**config.mk**
```make
export PLATFORM = sky130hd
export DESIGN_NAME = i2c_master_byte_engine
export DESIGN_NICKNAME = d
export VERILOG_FILES = /design/src/rtl/i2cm_pkg.sv /design/src/rtl/i2cm_step.sv /design/src/rtl/i2c_master_byte_engine.sv
export VERILOG_INCLUDE_DIRS = /design/src /design/src/rtl
export SDC_FILE = /design/constraint.sdc
export NUM_CORES = 1
export LEC_CHECK = 0
export BUFFER_PORTS_ARGS = -buffer_cell sky130_fd_sc_hd__buf_2
export CAP_MARGIN = 0
export CORE_ASPECT_RATIO = 1.25
export CORE_MARGIN = 2
export CORE_UTILIZATION = 51
export CTS_BUF_LIST = sky130_fd_sc_hd__clkbuf_4
export DETAILED_ROUTE_END_ITERATION = 6
export PLACE_DENSITY_LB_ADDON = 0.25
export SLEW_MARGIN = 20
export SYNTH_ARGS = -nofsm -noshare
export SYNTH_HDL_FRONTEND = slang
export SYNTH_SLANG_ARGS = --single-unit
```
**constraint.sdc**
```tcl
create_clock -name clk -period 3.95 [get_ports clk]
set_clock_uncertainty 0.2 [all_clocks]
set_input_delay 0.79 -clock clk [delete_from_list [all_inputs] [get_ports clk]]
set_output_delay 0.79 -clock clk [all_outputs]
set_load 0.1 [all_outputs]
```
**src/rtl/assert_macros.svh**
```systemverilog
// assertion macros shared by the rtl that checks itself
// expects clk and arst_n in scope at the point of use
`ifndef ASSERT_MACROS_SVH
`define ASSERT_MACROS_SVH

// same-cycle implication, disabled in reset
`define ASSERT_IMPL(label, ante, cons) \
	label: assert property (@(posedge clk) disable iff (!arst_n) (ante) |-> (cons)) \
		else $error("assertion failed");

// next-cycle implication, disabled in reset
`define ASSERT_NEXT(label, ante, cons) \
	label: assert property (@(posedge clk) disable iff (!arst_n) (ante) |=> (cons)) \
		else $error("assertion failed");

`endif

```
**src/rtl/i2cm_pkg.sv**
```systemverilog
// types and constants for the i2c master byte engine
// no dependencies
`default_nettype none

package i2cm_pkg;

	typedef enum logic [2:0] {
		CMD_START     = 3'd0,
		CMD_STOP      = 3'd1,
		CMD_WRITE     = 3'd2,
		CMD_READ_ACK  = 3'd3,
		CMD_READ_NACK = 3'd4
	} cmd_t;

	typedef enum logic [1:0] {
		ST_READY     = 2'd0,
		ST_BUS_BUSY  = 2'd1,
		ST_BUS_ERROR = 2'd2
	} status_t;

	// idle, then one code per phase of a primitive
	typedef enum logic [2:0] {
		PH_IDLE  = 3'd0,
		PH_STEP0 = 3'd1,
		PH_STEP1 = 3'd2,
		PH_STEP2 = 3'd3,
		PH_STEP3 = 3'd4,
		PH_STEP4 = 3'd5
	} phase_t;

	localparam logic [3:0] BITS_PER_BYTE = 4'd8;

	typedef struct packed {
		logic       kind;
		logic [2:0] command;
		logic [7:0] write_data;
		logic       sda_in;
	} tick_t;

	typedef struct packed {
		phase_t     phase;
		logic [3:0] bit_index;
		logic [7:0] shift_byte;
		logic [9:0] tick_count;
		cmd_t       active_cmd;
		logic       scl;
		logic       sda;
		status_t    last_status;
		logic [7:0] read_byte;
		logic       nack;
	} engine_state_t;

	typedef struct packed {
		logic       scl_out;
		logic       sda_out;
		logic       busy_res;
		logic       done_res;
		logic [7:0] read_data;
		logic       nack_seen;
		status_t    status;
	} result_t;

endpackage

`default_nettype wire

```
**src/rtl/i2cm_step.sv**
```systemverilog
// next-state and result logic for one tick of the i2c master byte engine
// depends on i2cm_pkg
`default_nettype none

module i2cm_step
	import i2cm_pkg::*;
(
	input  engine_state_t cur_state,
	input  tick_t         tick,
	input  logic [9:0]    half_period,
	output engine_state_t nxt_state,
	output result_t       res
);

	engine_state_t s;
	logic          fin;
	logic          shown_scl;
	logic          shown_sda;
	logic [9:0]    hold;

	// line drive on entry to a phase
	function automatic engine_state_t enter_step(engine_state_t st, phase_t ph);
		engine_state_t r;
		r = st;
		r.phase = ph;
		r.tick_count = '0;
		case (r.active_cmd)
			CMD_START: begin
				if (ph == PH_STEP0) r.sda = 1'b1;
				else if (ph == PH_STEP1) r.scl = 1'b1;
				else if (ph == PH_STEP2) r.sda = 1'b0;
				else r.scl = 1'b0;
			end
			CMD_STOP: begin
				if (ph == PH_STEP0) r.sda = 1'b0;
				else if (ph == PH_STEP1) r.scl = 1'b1;
				else r.sda = 1'b1;
			end
			CMD_WRITE: begin
				if (ph == PH_STEP0) begin
					r.scl = 1'b0;
					r.sda = r.shift_byte[7];
				end else if (ph == PH_STEP1) begin
					r.scl = 1'b1;
				end else if (ph == PH_STEP2) begin
					r.scl = 1'b0;
					r.sda = 1'b1;
				end else begin
					r.scl = 1'b1;
				end
			end
			default: begin
				if (ph == PH_STEP0) r.scl = 1'b1;
				else if (ph == PH_STEP1) r.scl = 1'b0;
				else if (ph == PH_STEP2) r.sda = (r.active_cmd != CMD_READ_ACK);
				else if (ph == PH_STEP3) r.scl = 1'b1;
				else r.scl = 1'b0;
			end
		endcase
		return r;
	endfunction

	assign hold = (half_period == '0) ? 10'd1 : half_period;

	always_comb begin : next_state
		s = cur_state;
		fin = 1'b0;
		if (s.phase == PH_IDLE && tick.kind && tick.command <= CMD_READ_NACK) begin
			s.active_cmd = cmd_t'(tick.command);
			s.bit_index = '0;
			if (tick.command == CMD_WRITE) begin
				s.shift_byte = tick.write_data;
				s.scl = 1'b0;
			end else if (tick.command >= CMD_READ_ACK) begin
				s.shift_byte = '0;
				s.sda = 1'b1;
				s.scl = 1'b0;
			end
			s = enter_step(s, PH_STEP0);
		end
		shown_scl = s.scl;
		shown_sda = s.sda;
		if (s.phase != PH_IDLE) begin
			s.tick_count = s.tick_count + 10'd1;
			if (s.tick_count >= hold) begin
				case (s.active_cmd)
					CMD_START: begin
						if (s.phase == PH_STEP1 && !tick.sda_in) begin
							s.last_status = ST_BUS_BUSY;
							fin = 1'b1;
						end else if (s.phase == PH_STEP3) begin
							s.last_status = tick.sda_in ? ST_BUS_ERROR : ST_READY;
							fin = 1'b1;
						end else begin
							s = enter_step(s, phase_t'(s.phase + 3'd1));
						end
					end
					CMD_STOP: begin
						if (s.phase == PH_STEP2) fin = 1'b1;
						else s = enter_step(s, phase_t'(s.phase + 3'd1));
					end
					CMD_WRITE: begin
						if (s.phase == PH_STEP1) begin
							s.shift_byte = {s.shift_byte[6:0], 1'b0};
							s.bit_index = s.bit_index + 4'd1;
							s = enter_step(s, (s.bit_index < BITS_PER_BYTE) ? PH_STEP0 : PH_STEP2);
						end else if (s.phase == PH_STEP3) begin
							s.nack = tick.sda_in;
							s.scl = 1'b0;
							s.sda = 1'b1;
							fin = 1'b1;
						end else begin
							s = enter_step(s, phase_t'(s.phase + 3'd1));
						end
					end
					default: begin
						if (s.phase == PH_STEP0) begin
							s.shift_byte = {s.shift_byte[6:0], tick.sda_in};
							s = enter_step(s, PH_STEP1);
						end else if (s.phase == PH_STEP1) begin
							s.bit_index = s.bit_index + 4'd1;
							s = enter_step(s, (s.bit_index < BITS_PER_BYTE) ? PH_STEP0 : PH_STEP2);
						end else if (s.phase == PH_STEP4) begin
							s.sda = 1'b1;
							s.read_byte = s.shift_byte;
							fin = 1'b1;
						end else begin
							s = enter_step(s, phase_t'(s.phase + 3'd1));
						end
					end
				endcase
				if (fin) begin
					s.phase = PH_IDLE;
					s.tick_count = '0;
				end
			end
		end
	end

	assign nxt_state = s;

	always_comb begin : result_out
		res.scl_out   = shown_scl;
		res.sda_out   = shown_sda;
		res.busy_res  = (s.phase != PH_IDLE);
		res.done_res  = fin;
		res.read_data = s.read_byte;
		res.nack_seen = s.nack;
		res.status    = s.last_status;
	end

endmodule

`default_nettype wire

```
**src/rtl/i2c_master_byte_engine.sv**
```systemverilog
// Tick-driven master for a two-wire open-drain bus. Every accepted input transaction is one
// bus tick and yields exactly one result transaction: the SCL/SDA drive in effect during that
// tick plus busy, done, the last read byte, the last write's ACK level and the start status.
// A tick with kind set starts a primitive (start, stop, write byte, read with ACK or NACK) if
// the engine is idle; commands while busy or with an unknown code are dropped. Each phase of a
// primitive holds for half_period_ticks ticks (zero acts as one), SDA is sampled on the last
// tick of a phase. Throughput is one tick per clock while no result waits under out_stall:
// the tick sits in an input register, and one pass of next-state logic updates the engine
// state and loads the result register as the tick moves on. The result register is the only
// thing that can hold off input; ticks stall only while a result waits under out_stall.
// Configure half_period_ticks through cfg_valid/cfg_data while no tick is in flight.
// depends on i2cm_pkg, i2cm_step and assert_macros.svh
`default_nettype none

`include "assert_macros.svh"

module i2c_master_byte_engine
	import i2cm_pkg::*;
(
	input  wire logic       clk,
	input  wire logic       arst_n,

	// configuration write channel
	input  wire logic       cfg_valid,
	output logic            cfg_ready,
	input  wire logic [9:0] cfg_data,

	// tick input
	input  wire logic       in_valid,
	output logic            in_stall,
	input  wire logic       kind,
	input  wire logic [2:0] command,
	input  wire logic [7:0] write_data,
	input  wire logic       sda_in,

	// result output
	output logic            out_valid,
	input  wire logic       out_stall,
	output logic            scl_out,
	output logic            sda_out,
	output logic            busy_res,
	output logic            done_res,
	output logic [7:0]      read_data,
	output logic            nack_seen,
	output logic [1:0]      status
);

	// half period register
	logic [9:0]    half_period_q;

	// input stage
	logic          valid_s1;
	tick_t         tick_s1;

	// engine state and result stage
	engine_state_t state_q;
	engine_state_t state_nxt;
	result_t       res_nxt;
	logic          valid_s2;
	result_t       res_s2;

	logic          advance;

	// the input stage moves on whenever the result register is free or being drained
	assign advance   = valid_s1 && (!valid_s2 || !out_stall);
	assign in_stall  = valid_s1 && valid_s2 && out_stall;
	assign cfg_ready = 1'b1;

	always_ff @(posedge clk or negedge arst_n) begin
		if (!arst_n) begin
			half_period_q <= 10'd2;
		end else if (cfg_valid && cfg_ready) begin
			half_period_q <= cfg_data;
		end
	end

	// input register, payload without reset
	always_ff @(posedge clk or negedge arst_n) begin
		if (!arst_n) begin
			valid_s1 <= 1'b0;
		end else if (in_valid && !in_stall) begin
			valid_s1 <= 1'b1;
		end else if (advance) begin
			valid_s1 <= 1'b0;
		end
	end

	always_ff @(posedge clk) begin
		if (in_valid && !in_stall) begin
			tick_s1.kind       <= kind;
			tick_s1.command    <= command;
			tick_s1.write_data <= write_data;
			tick_s1.sda_in     <= sda_in;
		end
	end

	// one tick of the engine
	i2cm_step u_step (
		.cur_state   (state_q),
		.tick        (tick_s1),
		.half_period (half_period_q),
		.nxt_state   (state_nxt),
		.res         (res_nxt)
	);

	// engine state; lines released on SDA, SCL pulled low after reset
	always_ff @(posedge clk or negedge arst_n) begin
		if (!arst_n) begin
			state_q.phase       <= PH_IDLE;
			state_q.bit_index   <= '0;
			state_q.shift_byte  <= '0;
			state_q.tick_count  <= '0;
			state_q.active_cmd  <= CMD_START;
			state_q.scl         <= 1'b0;
			state_q.sda         <= 1'b1;
			state_q.last_status <= ST_READY;
			state_q.read_byte   <= '0;
			state_q.nack        <= 1'b0;
		end else if (advance) begin
			state_q <= state_nxt;
		end
	end

	// result register
	always_ff @(posedge clk or negedge arst_n) begin
		if (!arst_n) begin
			valid_s2 <= 1'b0;
		end else if (advance) begin
			valid_s2 <= 1'b1;
		end else if (!out_stall) begin
			valid_s2 <= 1'b0;
		end
	end

	always_ff @(posedge clk) begin
		if (advance) begin
			res_s2 <= res_nxt;
		end
	end

	assign out_valid = valid_s2;
	assign scl_out   = res_s2.scl_out;
	assign sda_out   = res_s2.sda_out;
	assign busy_res  = res_s2.busy_res;
	assign done_res  = res_s2.done_res;
	assign read_data = res_s2.read_data;
	assign nack_seen = res_s2.nack_seen;
	assign status    = res_s2.status;

	// a completing primitive leaves the engine idle
	`ASSERT_IMPL(a_done_not_busy, valid_s2 && res_s2.done_res, !res_s2.busy_res)
	// input is held off only by a waiting result
	`ASSERT_IMPL(a_stall_cause, in_stall, valid_s2 && out_stall)
	// engine state moves only with a tick
	`ASSERT_NEXT(a_state_hold, !advance, $stable(state_q))
	// the phase counter is clear whenever idle
	`ASSERT_IMPL(a_idle_count, state_q.phase == PH_IDLE, state_q.tick_count == '0)

endmodule

`default_nettype wire

```
* Word-level counts from Yosys, hierarchy flattened *
Cells that the tools add are included.

storage, ports and cells
  word-level logic and storage cells = 147
  register bits = 81
  input bits = 28
  bits in writable memories = 0
  memory bits (read-only) = 0
  bits in latches = 0
  memories = 0

operators by class
  multipliers = 0
  muxes and demuxes = 76
  shifts and indexed selects = 0
  equal/unequal tests = 19
  add/sub/neg operators = 3
  divide/modulo/power cells = 0
  bitwise operators = 0
  order comparisons = 4
  reductions and logical operators = 21

operator list
  operator                                                                              count
  41-bit two-way mux                                                                    7
  41-bit one-hot mux with 3 select lines                                                1
  30-bit two-way mux                                                                    2
  1-bit two-way mux                                                                     47
  29-bit two-way mux                                                                    1
  28-bit two-way mux                                                                    1
  3-bit by 2-bit == test with 1-bit output (second input constant)                      8
  8-bit two-way mux                                                                     3
  10-bit two-way mux                                                                    2
  2-bit two-way mux                                                                     8
  3-bit by 1-bit == test with 1-bit output (second input constant)                      5
  3-bit == test (second input constant)                                                 4
  10-bit by 1-bit adder with 10-bit output (second input constant)                      1
  10-bit greater-or-equal comparator                                                    1
  10-bit logical NOT                                                                    1
  3-bit logical NOT                                                                     3
  1-bit logical AND                                                                     7
  1-bit one-hot mux with 3 select lines                                                 2
  3-bit nonzero test                                                                    2
  4-bit by 1-bit adder with 4-bit output (second input constant)                        1
  1-bit logical NOT                                                                     4
  4-bit less-than comparator (second input constant)                                    1
  3-bit by 1-bit adder with 3-bit output (second input constant)                        1
  3-bit by 2-bit greater-or-equal comparator with 1-bit output (second input constant)  1
  9 further kinds                                                                       9

* Logic depth before layout (Yosys ltp) *
  depth in word-level cells = 20
  mapped depth = 17
  depth with buffers taken out = 15

* Cells and area by module *
A second synthesis with hierarchy kept.

unflattened totals
  cells, all modules = 476
  area, all modules = 5019.8 um^2

modules (own cells, without submodules)
  module                  area an instance (um^2)  seq. area each (um^2)  instances  cells each
  i2c_master_byte_engine  2852.7                   2169.6                 1          145
  i2cm_step               2167.1                   0.0                    1          331

* Worst setup path before layout *
OpenSTA, ideal clock, no wires.

  kind = register to register
  start point = reg tick_s1[9] (netlist bit)
  end point = reg res_s2, in the netlist read_data[0], data pin
  period minus slack after synthesis = 4073 ps
  cell stages (with the launch flop) = 18
  arrival = 3613 ps
  required time = 3490 ps
  slack = -123 ps
  cell sequence = edfxtp_1 buf_2 o21ai_1 nand2_1 and2_1 ha_1 nand3_1 xor2_1 nor2_1 ha_1 nand4b_1 a21o_1 o32a_1 o211ai_2 o21ai_2 buf_6 nor2_4 mux2_2

RTL lines
  element               RTL line                       RTL
  start, declared       i2c_master_byte_engine.sv:53   tick_t tick_s1;
  end signal, assigned  i2c_master_byte_engine.sv:137  res_s2 <= res_nxt;
  end, declared         i2c_master_byte_engine.sv:60   result_t res_s2;

==> impl_metrics.py <==
metrics = {
    "sta": {
        "slew_headroom": 0.466,
        "slew_violations": 0,
        "hold_viol_final": 0,
        "worstMarginPinSlew_ns": 0.801,
        "period_share": 0.976,
        "setup_violations": 0,
        "fin_crit_ns": 3.85,
        "fmax_mhz": 260,
    },
    "yosys": {
        "synth-simple-area-share": 0.188,
        "yosysTopAreaCell": "dfrtp_1",
        "synthMuxAreaShare": 0.0631,
        "ys_types": 73,
        "avgSynthCellArea_um2": 9.81,
        "ys_ff_latch": 81,
        "synth_seq_area_share": 0.443,
        "synth-xor-area-share": 0.0107,
        "yosys_most_used_dff": "dfrtp_1",
        "netlist_top_cells_area": "dfrtp_1 26%, edfxtp_1 17%, mux2_2 5.3%",
        "yosys_warnings": 0,
        "synth_fa_ha_area_frac": 0.0432,
        "synth_edf_count": 28,
        "synth-compound-area-share": 0.206,
        "syn_area_um2": 4890,
        "synth_top_family_by_area": "compound AO/OA/AOI/OAI gates",
        "syn-num-nets": 543,
        "async_flop_share": 0.654,
        "synthCells": 499,
        "netlist.area_leader.share": 0.261,
    },
    "setup_path": {
        "r2r_slack_ns": 0.1,
        "setup.worst_path.start": "state_q[38]$_DFFE_PN0P_",
        "cpMaxStageDelayCell": "dfrtp_2",
        "crit_top_cell": "buf_12",
        "critPathCaptureType": "flip-flop",
        "r2r-start": "state_q[38]$_DFFE_PN0P_",
        "critPathMaxStageDelay_ns": 0.47,
        "path_max_fanout": 7,
        "path_delay_family": "simple AND/OR/NAND/NOR gates",
        "crit_type": "flip-flop to flip-flop",
        "cp-start-kind": "flip-flop",
        "critical_path_required_ns": 3.96,
        "cp_num_buf_inv": 2,
        "path_cells": "nor4b_4 -> nand2_2 -> and2_4 -> ha_4 -> xnor2_2 -> ha_2 -> or3_1 -> o21ai_1 -> or3_4 -> o211ai_4 -> o21ai_4 -> buf_12 -> nor2_4 -> buf_12 -> mux2_2",
        "cp.arrival_ns": 3.87,
    },
    "final_layout": {
        "areaGrowthSynthToFinish_pct": 16.8,
        "final_util": 0.604,
        "nFillCells": 816,
        "final_area_um2": 5720,
        "layoutNonFillerInstCount": 690,
        "drive_above_1_share": 0.277,
        "diodes": 0,
        "layout_common_cells": "50 x dfrtp_1, 47 x nand2_1, 44 x buf_2",
        "final_common_cell": "dfrtp_1",
        "finalNetCount": 603,
    },
    "floorplan": {
        "coreArea_um2": 9460,
        "start_util": 0.517,
        "die_w_um": 91.6,
        "dieArea_um2": 10400,
        "die_h_um": 114,
        "io_pins": 46,
        "num_rows": 40,
    },
    "grt": {
        "grt_pass1_wl_mm": 21.0,
        "grt_max_degree": 36,
        "grt_usage": 0.255,
        "grt_pass1_vias": 4120,
        "antenna_found_initial": 0,
        "gr-total-overflow": 0,
    },
    "clock_tree": {
        "insertion_delay_ns": 0.44,
        "htree_levels": 3,
        "root_buffer": "clkbuf_4",
        "numCtsBuffers": 9,
        "clk_pin_slew_worst_paths_ns": 0.14,
        "clock_sinks": 81,
        "cts_buffer_depth": 2,
        "cts_tree": "yes",
    },
    "power": {
        "leakagePower_nw": 2.44,
        "cellPowerDensity_nw_per_um2": 624,
        "vdd_ir_drop_max_v": 0.000383,
    },
    "detailed_routing": {
        "drtIter0Drc": 423,
        "routed_wl_mm": 13.0,
        "via_per_inst": 6.11,
        "vias": 4218,
        "antenna_left": 0,
        "firstDrtPassIters": 6,
        "wire_per_inst_um": 18.9,
        "drc": 0,
    },
    "placement": {
        "portBuffers": 44,
        "dp_hpwl_mm": 9.40,
        "dpl_cell_area_um2": 5340,
        "dp_cells": 666,
        "place_congestion": 0.981,
    },
    "run_status": {
        "status": "completed",
    },
    "hold_path": {
        "hp-class": "primary input to asynchronous set/reset pin",
    },
    "flow_run": {
        "maxCapViolCount": 0,
    },
}
## registers in the layout, indices dropped and copies added, names as in the netlist
name and cells:
busy_res 1, done_res 1, half_period_q 10, nack_seen 1
out_valid 1, read_data 8, scl_out 1, sda_out 1
state_q 41, status 2, tick_s1 13, valid_s1 1
## synth_stat cells (3+ instances only)
cell type and number:
and2_1 10, xor2_1 4, o22ai_1 6, a211oi_1 3, mux2_2 23, edfxtp_1 28
ha_1 16, mux2i_1 5, nor3_1 7, dfrtp_1 51, nor2b_1 6, a21oi_1 29
o21ai_1 5, a31oi_1 3, o211ai_1 7, nand2_1 48, a22o_1 12, and3_1 4
o31ai_1 6, a32o_1 4, nand3_1 27, or3_1 4, buf_6 4, nand2b_1 5
o21ai_0 35, nand4_1 10, nor2_1 27, buf_2 7, a21o_1 3, or2_2 5
nor4_1 6, clkbuf_1 16, inv_1 18
## per-layer routing
metal / track usage / wire length, um / vias to the layer above
li1: - / - / 1974
met3: 0.0436 / 637 / 29
met5: 0 / 0 / -
met4: 0.106 / 356 / 0
met1: 0.316 / 5190 / 2058
met2: 0.442 / 6840 / 157
## worst register-to-register path, cell delays in order (launching register included)
cell and delay [ns]:
dfrtp_2 0.47, nor4b_4 0.32, nand2_2 0.11, and2_4 0.19
ha_4 0.18, xnor2_2 0.15, ha_2 0.31, or3_1 0.09
o21ai_1 0.08, or3_4 0.39, o211ai_4 0.27, o21ai_4 0.11
buf_12 0.16, nor2_4 0.15, buf_12 0.14, mux2_2 0.33
## power by group
group / total, W / switching (W) / internal [W]
logic: 0.00193 / 0.00123 / 0.000701
registers: 0.00114 / 0.000121 / 0.00102
clock network: 0.000504 / 0.000305 / 0.000198
## kinds of logic (layout without fill, tap and decap cells)
| group | after synthesis | after routing |
|---|---|---|
| flip-flops | 81 | 81 |
| XOR/XNOR | 6 | 6 |
| buffers and inverters | 48 | 113 |
| adder cells (fa/ha/maj) | 17 | 17 |
| AND/OR/NAND/NOR | 173 | 173 |
| other | 1 | 1 |
| multiplexers | 28 | 28 |
| AO/OA/AOI/OAI | 145 | 145 |
## final timing paths
check,end,cells after the start
setup / recovery,read_data[3]$_DFFE_PP_,15
hold / removal,state_q[3]$_DFFE_PN0P_,1
setup reg to reg,read_data[3]$_DFFE_PP_,15
hold reg to reg,state_q[28]$_DFFE_PN0P_,2
max in group asynchronous,half_period_q[1]$_DFFE_PN1P_,2
min in group clk,state_q[28]$_DFFE_PN0P_,2
## stage by stage
step           setup slack [ns]  setup TNS, ns  hold WS, ns  total power [W]
4_1_cts                 0.00481              0        0.222          0.00340
3_5_place_dp            -0.0140        -0.0292        0.273          0.00289
5_1_grt                 -0.0248        -0.0786        0.243          0.00378
2_1_floorplan            0.0137              0        0.249          0.00240
3_3_place_gp              0.130              0        0.266          0.00287
6_report                 0.0966              0        0.208          0.00357
## final cells by class
class	instances	area, um^2	area share
Clock buffer	9	67.6	0.0118
Sequential cell	81	2170	0.380
Multi-Input combinational cell	370	2640	0.462
Timing Repair Buffer	77	527	0.0921
Tap cell	126	158	0.0276
Clock inverter	7	77.6	0.0136
Inverter	20	75.1	0.0131
## timing repair
| action | 4_1_cts | 5_1_grt |
|---|---|---|
| buffers inserted | 0 | 7 |
| pin swaps | 2 | 10 |
| hold endpoints to repair | 0 | 0 |
| setup endpoints to repair | 9 | 46 |
| hold buffers | 0 | 0 |
| resized for setup | 0 | 29 |
| gates cloned | 0 | 1 |
Note: power is estimated with default switching activity, not from simulation.
